## src/bhd_pkg.sv

```systemverilog
// Shared types and constants for the button and hat debouncer.
// No dependencies; used by every module under src.
package bhd_pkg;

  localparam int unsigned ButtonLinesDef = 16;  // default number of button lines
  localparam int unsigned ButtonWidth    = 16;  // width of the button level and mask fields
  localparam int unsigned HatLines       = 4;   // up, right, down, left
  localparam int unsigned CountWidth     = 8;   // mismatch counter and sample count width
  localparam int unsigned HatCodeWidth   = 4;

  localparam logic [CountWidth-1:0] SamplesReset = 8'd4;

  // Hat direction codes
  localparam logic [HatCodeWidth-1:0] HatUp        = 4'd0;
  localparam logic [HatCodeWidth-1:0] HatUpRight   = 4'd1;
  localparam logic [HatCodeWidth-1:0] HatRight     = 4'd2;
  localparam logic [HatCodeWidth-1:0] HatDownRight = 4'd3;
  localparam logic [HatCodeWidth-1:0] HatDown      = 4'd4;
  localparam logic [HatCodeWidth-1:0] HatDownLeft  = 4'd5;
  localparam logic [HatCodeWidth-1:0] HatLeft      = 4'd6;
  localparam logic [HatCodeWidth-1:0] HatUpLeft    = 4'd7;
  localparam logic [HatCodeWidth-1:0] HatCentred   = 4'd8;

  // Hat line positions in the level field
  localparam int unsigned HatIdxUp    = 0;
  localparam int unsigned HatIdxRight = 1;
  localparam int unsigned HatIdxDown  = 2;
  localparam int unsigned HatIdxLeft  = 3;

  // Control shared by all lanes
  typedef struct packed {
    logic                  step;     // a sample beat is taken this cycle
    logic [CountWidth-1:0] samples;  // configured sample count
  } lane_ctrl_t;

endpackage

```

## src/bhd_lane.sv

```systemverilog
// One debounce lane: mismatch counter and stable pressed bit for a single line.
// Depends on bhd_pkg.
module bhd_lane (
  input  logic                clk_i,
  input  logic                rst_ni,
  input  bhd_pkg::lane_ctrl_t ctrl_i,
  input  logic                level_n_i,
  output logic                stable_o
);

  logic [bhd_pkg::CountWidth-1:0] count_q, count_d, count_inc;
  logic                           stable_q, stable_d;
  logic                           pressed;

  assign pressed   = ~level_n_i;
  assign count_inc = count_q + {{(bhd_pkg::CountWidth-1){1'b0}}, 1'b1};

  always_comb begin
    count_d  = count_q;
    stable_d = stable_q;
    if (ctrl_i.step) begin
      if (pressed == stable_q) begin
        count_d = '0;
      end else if (count_inc >= ctrl_i.samples) begin
        // enough differing samples: flip and restart
        stable_d = pressed;
        count_d  = '0;
      end else begin
        count_d = count_inc;
      end
    end
  end

  always_ff @(posedge clk_i or negedge rst_ni) begin
    if (!rst_ni) begin
      count_q  <= '0;
      stable_q <= 1'b0;
    end else begin
      count_q  <= count_d;
      stable_q <= stable_d;
    end
  end

  // state after this beat's update
  assign stable_o = stable_d;

endmodule

```

## src/bhd_merge.sv

```systemverilog
// Merge stage: packs lane states into the button mask and encodes the hat direction.
// Depends on bhd_pkg.
module bhd_merge #(
  parameter int unsigned ButtonLines = bhd_pkg::ButtonLinesDef
) (
  input  logic [ButtonLines-1:0]            button_pressed_i,
  input  logic [bhd_pkg::HatLines-1:0]      hat_pressed_i,
  output logic [bhd_pkg::ButtonWidth-1:0]   buttons_stable_o,
  output logic [bhd_pkg::HatCodeWidth-1:0]  hat_direction_o
);

  for (genvar j = 0; j < bhd_pkg::ButtonWidth; j++) begin : g_mask
    if (j < ButtonLines) begin : g_used
      assign buttons_stable_o[j] = button_pressed_i[j];
    end else begin : g_unused
      assign buttons_stable_o[j] = 1'b0;
    end
  end

  logic up, right, down, left;

  // opposite directions cancel
  assign up    = hat_pressed_i[bhd_pkg::HatIdxUp]    & ~hat_pressed_i[bhd_pkg::HatIdxDown];
  assign down  = hat_pressed_i[bhd_pkg::HatIdxDown]  & ~hat_pressed_i[bhd_pkg::HatIdxUp];
  assign right = hat_pressed_i[bhd_pkg::HatIdxRight] & ~hat_pressed_i[bhd_pkg::HatIdxLeft];
  assign left  = hat_pressed_i[bhd_pkg::HatIdxLeft]  & ~hat_pressed_i[bhd_pkg::HatIdxRight];

  always_comb begin
    priority if (up && right) begin
      hat_direction_o = bhd_pkg::HatUpRight;
    end else if (down && right) begin
      hat_direction_o = bhd_pkg::HatDownRight;
    end else if (down && left) begin
      hat_direction_o = bhd_pkg::HatDownLeft;
    end else if (up && left) begin
      hat_direction_o = bhd_pkg::HatUpLeft;
    end else if (up) begin
      hat_direction_o = bhd_pkg::HatUp;
    end else if (right) begin
      hat_direction_o = bhd_pkg::HatRight;
    end else if (down) begin
      hat_direction_o = bhd_pkg::HatDown;
    end else if (left) begin
      hat_direction_o = bhd_pkg::HatLeft;
    end else begin
      hat_direction_o = bhd_pkg::HatCentred;
    end
  end

endmodule

```

## src/button_and_hat_debouncer_unit.sv

```systemverilog
// Top level of the button and hat debouncer: lanes, merge stage, output register.
// Depends on bhd_pkg, bhd_lane and bhd_merge.
//
//   channel | handshake              | payload
//   --------+------------------------+--------------------------------------
//   in      | in_valid_i / in_ready_o   | button_levels_n_i, hat_levels_n_i
//   out     | out_valid_o / out_ready_i | buttons_stable_o, hat_direction_o
//   cfg     | cfg_we_i (no wait)        | cfg_wdata_i (debounce sample count)
//
// Throughput is one beat per cycle unless the output stalls; the result of a
// beat appears in the cycle after it is taken. Every lane does one increment
// and compare on accept; the merge result is captured in the output register.
// in_ready_o drops only while the output register is full and out_ready_i is low.
// Reset clears all counters and stable bits (nothing pressed) and loads a
// sample count of four.
module button_and_hat_debouncer_unit #(
  parameter int unsigned ButtonLines = bhd_pkg::ButtonLinesDef
) (
  input  logic                              clk_i,
  input  logic                              rst_ni,
  // sample input
  input  logic                              in_valid_i,
  output logic                              in_ready_o,
  input  logic [bhd_pkg::ButtonWidth-1:0]   button_levels_n_i,
  input  logic [bhd_pkg::HatLines-1:0]      hat_levels_n_i,
  // result output
  output logic                              out_valid_o,
  input  logic                              out_ready_i,
  output logic [bhd_pkg::ButtonWidth-1:0]   buttons_stable_o,
  output logic [bhd_pkg::HatCodeWidth-1:0]  hat_direction_o,
  // configuration
  input  logic                              cfg_we_i,
  input  logic [bhd_pkg::CountWidth-1:0]    cfg_wdata_i
);

  // ---------------------------------------------------------------------------
  // Configuration register: consecutive differing samples before a flip
  // ---------------------------------------------------------------------------
  logic [bhd_pkg::CountWidth-1:0] samples_q, samples_d;

  assign samples_d = cfg_we_i ? cfg_wdata_i : samples_q;

  always_ff @(posedge clk_i or negedge rst_ni) begin
    if (!rst_ni) begin
      samples_q <= bhd_pkg::SamplesReset;
    end else begin
      samples_q <= samples_d;
    end
  end

  // ---------------------------------------------------------------------------
  // Handshake: take a beat whenever the output register is free or draining
  // ---------------------------------------------------------------------------
  logic                out_valid_q, out_valid_d;
  logic                in_fire;
  bhd_pkg::lane_ctrl_t lane_ctrl;

  assign in_ready_o        = ~out_valid_q | out_ready_i;
  assign in_fire           = in_valid_i & in_ready_o;
  assign lane_ctrl.step    = in_fire;
  assign lane_ctrl.samples = samples_q;

  // ---------------------------------------------------------------------------
  // Debounce lanes, one per line. Button lines past the port width read level
  // low, i.e. pressed.
  // ---------------------------------------------------------------------------
  logic [ButtonLines-1:0]       button_stable;
  logic [bhd_pkg::HatLines-1:0] hat_stable;

  for (genvar i = 0; i < ButtonLines; i++) begin : g_button
    logic level_n;
    if (i < bhd_pkg::ButtonWidth) begin : g_pin
      assign level_n = button_levels_n_i[i];
    end else begin : g_tied
      assign level_n = 1'b0;
    end
    bhd_lane u_lane (
      .clk_i     (clk_i),
      .rst_ni    (rst_ni),
      .ctrl_i    (lane_ctrl),
      .level_n_i (level_n),
      .stable_o  (button_stable[i])
    );
  end

  for (genvar h = 0; h < bhd_pkg::HatLines; h++) begin : g_hat
    bhd_lane u_lane (
      .clk_i     (clk_i),
      .rst_ni    (rst_ni),
      .ctrl_i    (lane_ctrl),
      .level_n_i (hat_levels_n_i[h]),
      .stable_o  (hat_stable[h])
    );
  end

  // ---------------------------------------------------------------------------
  // Merge: mask and hat code from the post-update stable states
  // ---------------------------------------------------------------------------
  logic [bhd_pkg::ButtonWidth-1:0]  merge_buttons;
  logic [bhd_pkg::HatCodeWidth-1:0] merge_hat;

  bhd_merge #(
    .ButtonLines (ButtonLines)
  ) u_merge (
    .button_pressed_i (button_stable),
    .hat_pressed_i    (hat_stable),
    .buttons_stable_o (merge_buttons),
    .hat_direction_o  (merge_hat)
  );

  // ---------------------------------------------------------------------------
  // Output register: load on accept, hold while stalled, drop when taken
  // ---------------------------------------------------------------------------
  logic [bhd_pkg::ButtonWidth-1:0]  buttons_q;
  logic [bhd_pkg::HatCodeWidth-1:0] hat_q;

  always_comb begin
    out_valid_d = out_valid_q;
    if (in_fire) begin
      out_valid_d = 1'b1;
    end else if (out_ready_i) begin
      out_valid_d = 1'b0;
    end
  end

  always_ff @(posedge clk_i or negedge rst_ni) begin
    if (!rst_ni) begin
      out_valid_q <= 1'b0;
    end else begin
      out_valid_q <= out_valid_d;
    end
  end

  always_ff @(posedge clk_i) begin
    if (in_fire) begin
      buttons_q <= merge_buttons;
      hat_q     <= merge_hat;
    end
  end

  assign out_valid_o      = out_valid_q;
  assign buttons_stable_o = buttons_q;
  assign hat_direction_o  = hat_q;

  // ---------------------------------------------------------------------------
  // Assertions
  // ---------------------------------------------------------------------------
`ifndef ASSERT_OFF
  // every accepted beat produces a result in the next cycle
  a_accept_to_result: assert property (@(posedge clk_i) disable iff (!rst_ni)
    in_fire |=> out_valid_o)
    else $error("accepted beat did not produce a result");

  // a taken result with no new beat behind it leaves the register empty
  a_drain: assert property (@(posedge clk_i) disable iff (!rst_ni)
    (out_valid_o && out_ready_i && !in_fire) |=> !out_valid_o)
    else $error("result repeated after it was taken");

  // hat code stays within the defined directions
  a_hat_range: assert property (@(posedge clk_i) disable iff (!rst_ni)
    out_valid_o |-> (hat_direction_o <= bhd_pkg::HatCentred))
    else $error("hat direction code out of range");

  // stable up and down hat lines together never yield a code that points to either of them
  a_hat_cancel: assert property (@(posedge clk_i) disable iff (!rst_ni)
    (in_fire && hat_stable[bhd_pkg::HatIdxUp] && hat_stable[bhd_pkg::HatIdxDown])
      |=> (hat_direction_o == bhd_pkg::HatRight || hat_direction_o == bhd_pkg::HatLeft ||
           hat_direction_o == bhd_pkg::HatCentred))
    else $error("up and down held together did not cancel");
`endif

endmodule

```

## config.mk

```make
export PLATFORM = sky130hd
export DESIGN_NAME = button_and_hat_debouncer_unit
export DESIGN_NICKNAME = d
export VERILOG_FILES = /design/src/bhd_pkg.sv /design/src/bhd_lane.sv /design/src/bhd_merge.sv /design/src/button_and_hat_debouncer_unit.sv
export SDC_FILE = /design/constraint.sdc
export NUM_CORES = 1
export LEC_CHECK = 0
export CAP_MARGIN = 20
export CORE_UTILIZATION = 50
export DETAILED_ROUTE_END_ITERATION = 8
export DONT_BUFFER_PORTS = 1
export PLACE_DENSITY = 0.62
export SYNTH_ARGS = -nofsm -noshare
export SYNTH_HDL_FRONTEND = slang
export SYNTH_HIERARCHICAL = 1
export SYNTH_SLANG_ARGS = --single-unit
```

## constraint.sdc

```tcl
create_clock -name clk_i -period 4.8 [get_ports clk_i]
set_input_delay 0.72 -clock clk_i [delete_from_list [all_inputs] [get_ports clk_i]]
set_output_delay 0.72 -clock clk_i [all_outputs]
set_load 0.02 [all_outputs]
```

# --- After elaboration in Yosys (flattened, before gate mapping) ---
# Index checks and enable logic that the tools add are counted.
# W data, S select, Z words.
totals:
  register_bits: 209
classes:
  n_mux: 109
  bitwise: 31
  add_sub_neg: 20
  n_lt_le_gt_ge: 20
  eq_ne: 20
  n_reduce_logical: 8
op_table:
  columns: ["operator", "n"]
  rows:
  - ["$mux W8", 40]
  - ["$add A8 B1 Y8 const B", 20]
  - ["$ge A8 B8 Y1", 20]
  - ["$mux W1", 62]
  - ["$not A1 Y1", 25]
  - ["$eq A1 B1 Y1", 20]
  - ["$mux W3", 5]
  - ["$reduce_or A7 Y1", 1]
  - ["$and A1 B1 Y1", 5]
  - ["$logic_and A1 B1 Y1", 4]
  - ["$mux W4", 1]
  - ["$reduce_or A4 Y1", 1]
  - ["$mux W2", 1]
  - ["$reduce_bool A2 Y1", 1]
  - ["$reduce_or A2 Y1", 1]
  - ["$or A1 B1 Y1", 1]

# --- Depth between registers and ports, before layout ---
# Gate-level depths: netlist of the first run.
logic_depth:
  word_depth: 14
  mapped_depth: 12

# --- Hierarchy ---
# The synthesis of the first run kept the hierarchy.
modules_own_cells:
  columns: ["mod", "cells_per_inst", "area_each_um2", "n_inst", "seq_area_each_um2"]
  rows:
  - ["bhd_lane", 78, 743.2, 20, 225.2]
  - ["button_and_hat_debouncer_unit", 41, 977.2, 1, 827.0]
  - ["bhd_merge", 26, 188.9, 1, 0.0]

# --- Worst setup path after synthesis of the first run ---
# No wires, ideal clock.
synth_path:
  path_kind: "input -> register"
  startpoint: "in out_ready_i"
  endpoint: "reg hat_q (netlist bit hat_direction_o[2]), data pin"
  setup_slack_ns: 0.475
  required_ns: 4.546
  n_path_buf: 1
  arrival_ns: 4.071
  path_stages: 7
  setup_time_ns: 0.254
  cell_sequence: "nand2b_1 > and2_1 > clkbuf_1 > nand2_1 > mux2i_1 > nand2b_1 > a21bo_1"
synth_between:
  elab_chain_len: 11
  word_cells_on_any_way: 25
  cone_classes: "10 x mux; 10 x bitwise; 5 x reduce/logical"
synth_rtl:
  columns: ["element", "line_no", "text"]
  rows:
  - ["start: declaration", "button_and_hat_debouncer_unit.sv:28", "input logic out_ready_i,"]
  - ["$or A1 B1 Y1 (*)", "button_and_hat_debouncer_unit.sv:58", "assign in_ready_o = ~out_valid_q | out_ready_i;"]
  - ["$and A1 B1 Y1 (*)", "button_and_hat_debouncer_unit.sv:59", "assign in_fire = in_valid_i & in_ready_o;"]
  - ["via in_fire", "button_and_hat_debouncer_unit.sv:55", "logic in_fire;"]
  - ["$mux W1 (*)", "bhd_lane.sv:21", "if (ctrl_i.step) begin"]
  - ["via hat_stable (one bit)", "button_and_hat_debouncer_unit.sv:68", "logic [bhd_pkg::HatLines-1:0] hat_stable;"]
  - ["$not A1 Y1", "bhd_merge.sv:26", "assign left = hat_pressed_i[bhd_pkg::HatIdxLeft] & ~hat_pressed_i[bhd_pkg::HatIdxRight];"]
  - ["$and A1 B1 Y1", "bhd_merge.sv:26", null]
  - ["$mux W4", "bhd_merge.sv:43", "end else if (left) begin"]
  - ["$mux W3", "bhd_merge.sv:41", "end else if (down) begin"]
  - ["$mux W3", "bhd_merge.sv:39", "end else if (right) begin"]
  - ["$mux W3", "bhd_merge.sv:37", "end else if (up) begin"]
  - ["$mux W3", "bhd_merge.sv:35", "end else if (up && left) begin"]
  - ["$mux W3", "bhd_merge.sv:33", "end else if (down && left) begin"]
  - ["end signal: assignment", "button_and_hat_debouncer_unit.sv:137", "hat_q <= merge_hat;"]
  - ["end: declaration", "button_and_hat_debouncer_unit.sv:115", "logic [bhd_pkg::HatCodeWidth-1:0] hat_q;"]
# The timed path passes the listed nets; every way through them passes the cells marked *.
# A chain may end at the register's enable or synchronous reset.

# --- Worst setup path after layout of the first run ---
layout_path:
  startpoint: "reg samples_q[2] in the netlist's numbering"
  endpoint: "reg hat_q (netlist bit hat_direction_o[2]), data pin"
layout_between:
  elab_chain_len: 12
  word_cells_on_any_way: 35
  cone_classes: "4 x order compare; 18 x mux; 8 x bitwise; 5 x reduce/logical"
layout_rtl:
  columns: ["element", "line_no", "text"]
  rows:
  - ["start: declaration", "button_and_hat_debouncer_unit.sv:39", "logic [bhd_pkg::CountWidth-1:0] samples_q, samples_d;"]
  - ["start signal: assignment", "button_and_hat_debouncer_unit.sv:45", "samples_q <= bhd_pkg::SamplesReset;"]
  - ["start signal: assignment", "button_and_hat_debouncer_unit.sv:47", "samples_q <= samples_d;"]
  - ["$ge A8 B8 Y1 (*)", "bhd_lane.sv:24", "end else if (count_inc >= ctrl_i.samples) begin"]
  - ["$mux W1 (*)", "bhd_lane.sv:24", null]
  - ["$mux W1 (*)", "bhd_lane.sv:22", "if (pressed == stable_q) begin"]
  - ["$mux W1 (*)", "bhd_lane.sv:21", null]
  - ["via hat_stable (one bit)", "button_and_hat_debouncer_unit.sv:68", null]
  - ["$not A1 Y1", "bhd_merge.sv:26", null]
  - ["$and A1 B1 Y1", "bhd_merge.sv:26", null]
  - ["$mux W4", "bhd_merge.sv:43", null]
  - ["$mux W3", "bhd_merge.sv:41", null]
  - ["$mux W3", "bhd_merge.sv:39", null]
  - ["$mux W3", "bhd_merge.sv:37", null]
  - ["$mux W3", "bhd_merge.sv:35", null]
  - ["$mux W3", "bhd_merge.sv:33", null]
# Marked as above.

==> summary.txt, run 1 <==
Outcome
  • Outcome: finished with violations
  • Failing checks: hold timing

Floorplanning
  • DIE WIDTH: 181 um
  • Die area: 32800 um^2
  • Core Rows: 65
  • Ports: 55
  • Core box area: 31600 um^2
  • Die height: 181 um
  • Starting Density: 50.8%

Clocking
  • CTS tree: yes
  • Max Buffers Root-to-Sink: 3
  • Clock transition at path regs: 0.06 ns
  • Clk Latency, worst-skew pair: 0.54 ns
  • Post-CTS sizing: 0
  • Clock sinks: 209
  • Inserted Clock Buffers: 26
  • Clk root buf: clkbuf_16
  • H-Tree Depth: 1

Worst setup path
  • Crit path kind: reg -> reg
  • R2R depth: 9
  • Largest delay share family, worst path: flip-flops
  • Critical Path End Type: flop
  • Worst path depth: 9
  • Critical path buffer and inverter count: 1
  • Worst-path cell chain: inv_1, ha_1, o21a_1, nor2_1, o31ai_1, nand2_1, mux2i_1, nand2b_1, a21bo_1
  • Nature of the critical path startpoint: flop
  • Slowest cell delay on critical path: 0.98 ns
  • Crit path DAT: 3.24 ns
  • Slowest cell on the critical path: dfstp_2
  • CP max FO: 21
  • CP required: 5.10 ns

Timing
  • Final TNS setup: 0 ns
  • Fin crit share: 61.3%
  • Slew @ Worst Pin: 0.731 ns
  • Final hold vios: 188
  • RSZ-0062 raised after global routing: no
  • Skew final: 0.00927 ns
  • Worst hold slack: -0.120 ns
  • Shortest period the worst path allows: 2.94 ns
  • Slew HR: 51.3%
  • Setup ws final: 1.86 ns
  • Slew Limit Fails: 0
  • Max Fclk: 340 MHz
  • Final setup vio count: 0

Final layout
  • Share of cells above drive strength 1: 13.7%
  • Area grow syn2layout: 8.31%
  • Fill cells: 2821
  • Area of the multi-input gates: 9520 um^2
  • Nets: 1842
  • Reg area: 5330 um^2

Drt
  • Routed vias: 11300
  • WL final: 33000 um
  • Vias per Instance: 5.49
  • First-pass detailed-route iteration total: 4
  • DRC Markers: 0
  • Iteration-0 DRC Markers: 402
  • WL per Instance: 16.1 um
  • Post-DRT Antenna Nets: 0

Synth
  • Synth Area per Inst: 9.85 um^2
  • Ys flop type: dfrtp_1
  • Asr flop ratio synth: 90.4%
  • Synth top area share: 29.3%
  • Distinct cells, synth: 38
  • Number of synthesized register bits: 209
  • Post-synth top area cell: dfrtp_1
  • Synth area leaders: dfrtp_1, ha_1, xnor2_1, inv_1, edfxtp_1
  • Syn. warnings: 6
  • Synth Instances: 1627
  • Synthesized cell area: 16000 um^2
  • Sequential fraction of the synthesis area: 33.3%
  • Post-synthesis net count: 1840
  • Post-synth EDFFs: 20
  • Commonest cells post-synth: inv_1, dfrtp_1, ha_1
  • Most common cell in the netlist: inv_1

Placement
  • GPL Wtd Cong: 0.789
  • Worst slack at placement: 1.83 ns
  • HPWL Detailed: 23000 um
  • PortBufs: 0

Power and ir drop
  • P_int: 4.93 mW
  • Switching Power: 2.97 mW
  • Clock power share: 24.9%
  • Logic gate share of total power: 41.8%
  • Leakage power: 8.14 nW
  • Worst VDD drop: 0.310 mV
  • Pwr dens: 455 nW/um^2
  • Seq pwr share: 33.2%
  • Final Total Pwr: 7.90 mW
  • Sw frac: 37.6%

GRT
  • Overflow left after global routing: 0
  • Met2 Use GR: 35.8%
  • Initial antenna violation count: 1
  • M3 GR Usage: 3.89%
  • First-pass GRT wire length: 56300 um
  • Gr usage total: 20.8%
  • Largest net degree at the start of global routing: 190
  • Vias in the first global route: 11500
  • Top Usage Layer GRT: met2
  • M1 GR Usage: 26.9%

Worst hold path
  • HP Class: in -> async

Run
  • Maxcap violations: 0
==> worst paths after layout <==
| kind | start | endpoint | slack, ns |
|---|---|---|---|
| max in group asynchronous | rst_ni | g_hat[3].u_lane/count_q[3] | 4.54 |
| worst max register to register | samples_q[2] | hat_direction_o[2] | 1.86 |
| min in group clk_i | button_levels_n_i[4] | g_button[4].u_lane/stable_q | 0.28 |
| worst min register to register | g_button[12].u_lane/count_q[1] | g_button[12].u_lane/count_q[1] | 0.54 |
| worst min-delay path | rst_ni | g_button[6].u_lane/count_q[2] | -0.12 |
| worst max-delay path | samples_q[2] | hat_direction_o[2] | 1.86 |
==> registers in the layout (all words and copies together), names as in the netlist <==
signal,cells
g_button.u_lane/count_q,128
g_hat.u_lane/count_q,32
buttons_stable_o,16
g_button.u_lane/stable_q,16
samples_q,8
g_hat.u_lane/stable_q,4
hat_direction_o,4
out_valid_o,1
==> layout make-up <==
class	count	area share (%)
Antenna cell	1	0.0144
Clock buffer	35	4.42
Clock inverter	13	0.598
Inverter	260	5.62
Multi-Input combinational cell	1121	54.8
Sequential cell	209	30.7
Tap cell	402	2.90
Timing Repair Buffer	11	0.922
==> cell usage in the layout (no fill, tap or decap), types with 22 or more instances in the layout <==
| cell type | count |
|---|---|
| dfrtp_1 | 188 |
| clkbuf_16 | 28 |
| nand2_1 | 160 |
| inv_1 | 260 |
| nor2b_1 | 22 |
| a21oi_1 | 40 |
| xnor2_1 | 122 |
| o22ai_1 | 81 |
| nand3_1 | 40 |
| nor2_1 | 61 |
| o21a_1 | 40 |
| ha_1 | 180 |
==> metrics by stage <==
| stage | instance area [um^2] | std cells | util [%] |
|---|---|---|---|
| after floorplan | 16000 | 1627 | - |
| after global placement | 16400 | 2001 | 52.1 |
| after detailed placement | 16500 | 2003 | 52.3 |
| after CTS | 17400 | 2051 | 55.0 |
| after global routing | 17400 | 2052 | 55.0 |
| final | 17400 | 2052 | 55.0 |
==> routing by layer <==
layer / up-vias / wire, um / share of wire (%)
li1: 5670 / - / -
met1: 5437 / 15300 / 46
met2: 106 / 15700 / 47
met3: 46 / 1280 / 3.9
met4: 0 / 771 / 2.3
met5: - / 0 / 0
==> worst reg2reg max path, stage by stage, from the launching register on <==
cell and delay (ns):
dfstp_2 0.98, inv_1 0.11, ha_1 0.31, o21a_1 0.17, nor2_1 0.23, o31ai_1 0.10, nand2_1 0.09, mux2i_1 0.35
nand2b_1 0.17, a21bo_1 0.20
==> cell families after synthesis <==
family	synth area share [%]
buffers and inverters	7.38
AOI/OAI and AO/OA	18.8
adders and majority gates	14.0
DFF	33.3
and+or+nand+nor	15.3
xor gates and xnor gates	7.76
muxes	3.40
==> timing repair <==
item	in CTS	in global routing
buffers inserted	0	0
endpoints found under the setup margin	0	0
endpoints found under the hold margin	188	188
==> power groups by stage <==
stage          sequential (mW)  combinational, mW  clock [mW]
2_1_floorplan             2.53               2.91           0
3_3_place_gp              2.65               3.23           0
3_5_place_dp              2.65               3.33           0
4_1_cts                   2.62               3.35        2.04
5_1_grt                   2.69               3.63        2.11
6_report                  2.63               3.31        1.97
Power figures use the tool's default switching activity.
==> run 2: changes to the inputs <==
- clock period: 4.8 -> 2.8 ns (I/O delays scaled with it)
==> summary.txt, run 2 (synthesis gave the netlist of run 1 again) <==
Floorplanning
  • DIE WIDTH: 181 um
  • Ports: 55
  • Core Rows: 65
  • Die area: 32800 um^2
  • Die height: 181 um
  • Core box area: 31600 um^2
  • Starting Density: 50.8%

Worst setup path
  • CP max FO: 4
  • CP required: 3.10 ns
  • Crit path DAT: 3.00 ns
  • Nature of the critical path startpoint: flop
  • R2R depth: 11
  • Critical Path End Type: flop
  • Crit path kind: reg -> reg

Power and ir drop
  • Final Total Pwr: 14.3 mW
  • Worst VDD drop: 0.655 mV
  • Pwr dens: 788 nW/um^2
  • Leakage power: 8.44 nW

Drt
  • Iteration-0 DRC Markers: 538
  • Routed vias: 11500
  • Vias per Instance: 5.41
  • First-pass detailed-route iteration total: 4
  • WL final: 33100 um
  • DRC Markers: 0
  • Post-DRT Antenna Nets: 0
  • WL per Instance: 15.6 um

Clocking
  • H-Tree Depth: 1
  • Inserted Clock Buffers: 28
  • Clk Latency, worst-skew pair: 0.55 ns
  • Max Buffers Root-to-Sink: 3
  • Clock transition at path regs: 0.06 ns
  • Clk root buf: clkbuf_16
  • CTS tree: yes
  • Clock sinks: 209

Timing
  • Skew final: 0.0158 ns
  • Final setup vio count: 0
  • Slew HR: 61.1%
  • Setup ws final: 0.102 ns
  • Max Fclk: 371 MHz
  • Slew Limit Fails: 0
  • Shortest period the worst path allows: 2.70 ns
  • Slew @ Worst Pin: 0.581 ns
  • Final TNS setup: 0 ns
  • Final hold vios: 189
  • Fin crit share: 96.4%
  • Worst hold slack: -0.418 ns

Placement
  • GPL Wtd Cong: 0.814
  • HPWL Detailed: 22800 um
  • Worst slack at placement: -0.0123 ns
  • Number of instances in the placed design: 2036
  • Placed cell areas: 16700 um^2
  • PortBufs: 0

Final layout
  • Nets: 1907
  • Reg area: 5340 um^2
  • Commonest cells after routing, fill and taps aside: inv_1, dfrtp_1, ha_1
  • Share of cells above drive strength 1: 16.7%
  • Max reg flops: 128
  • Area of the multi-input gates: 9670 um^2
  • N_diodes: 0
  • Most common cell after layout, fill and taps aside: inv_1
  • Largest Register: g_button.u_lane/count_q
  • Fill cells: 2778
  • Area grow syn2layout: 13.0%
  • Finished Cell Area: 18100 um^2
  • Layout Cells excl Fill: 2116
  • Fin util: 57.4%
  • Top Registers: g_button.u_lane/count_q x128, g_hat.u_lane/count_q x32

GRT
  • Initial antenna violation count: 0
  • Vias in the first global route: 11500
  • First-pass GRT wire length: 56300 um
  • Largest net degree at the start of global routing: 190
  • Gr usage total: 20.7%
  • Overflow left after global routing: 0

Worst hold path
  • HP Class: in -> async

Outcome
  • Outcome: finished with violations
  • Failing checks: hold timing

Run
  • Maxcap violations: 0
-- run 2: cell count changes in the layout (fill, tap and decap cells not counted), sizes merged --
cell         change
clkinvlp         -3
bufinv           +2
diode            -1
buf             +38
clkinv           -6
clkbuf           +9
dlygate4sd3     +25
-- run 2: what timing repair did --
action / in CTS / in global routing
setup buffers: 0 / 5
endpoints found under the hold margin: 211 / 192
endpoints found under the setup margin: 3 / 4
resized for setup: 2 / 32
hold buffers: 22 / 3
pin swaps: 0 / 12
cloned: 0 / 0
-- run 2: layer usage --
layer  vias to the layer above  part of all wire, %  GRT usage [%]
li1                       5803                    -              -
met3                        55                  3.3           3.06
met4                         0                  2.7           5.69
met1                      5471                   47           27.9
met5                         -                    0              0
met2                       123                   47           34.6
-- run 2: path summary, 6_finish.rpt --
check                                         startpoint                            end  slack, ns
max reg2reg                   g_hat[2].u_lane/count_q[1]             hat_direction_o[2]       0.10
min                                               rst_ni  g_button[8].u_lane/count_q[6]      -0.42
min reg2reg                g_button[8].u_lane/count_q[1]  g_button[8].u_lane/count_q[1]       0.54
max in group asynchronous                         rst_ni                   samples_q[2]       2.94
min in group clk_i                        cfg_wdata_i[3]                   samples_q[3]       0.03
max                           g_hat[2].u_lane/count_q[1]             hat_direction_o[2]       0.10
-- run 2: report_power, final --
part	total, mW	switching, mW	internal (mW)
Sequential	4.47	0.762	3.71
Combinational	6.12	3.07	3.05
Clock	3.68	1.37	2.32
-- run 2: layout make-up --
| class | instances | share of cell area, % |
|---|---|---|
| clock inverters | 6 | 0.594 |
| repair buffers | 74 | 3.69 |
| inverters | 260 | 5.39 |
| multi-input cells | 1121 | 53.4 |
| clock buffers | 44 | 4.65 |
| flip-flops and latches | 209 | 29.5 |
| well taps | 402 | 2.78 |
-- run 2: worst max-delay path, cell delays in order (launching register included) --
cell and delay, ns:
dfrtp_1 0.40, ha_2 0.25, nand3_1 0.13, nor2_1 0.16, xnor2_1 0.11, ha_1 0.32, nand4_2 0.13, o31ai_2 0.26
nand2_1 0.13, mux2i_4 0.22, nor2b_2 0.17, a21bo_1 0.19
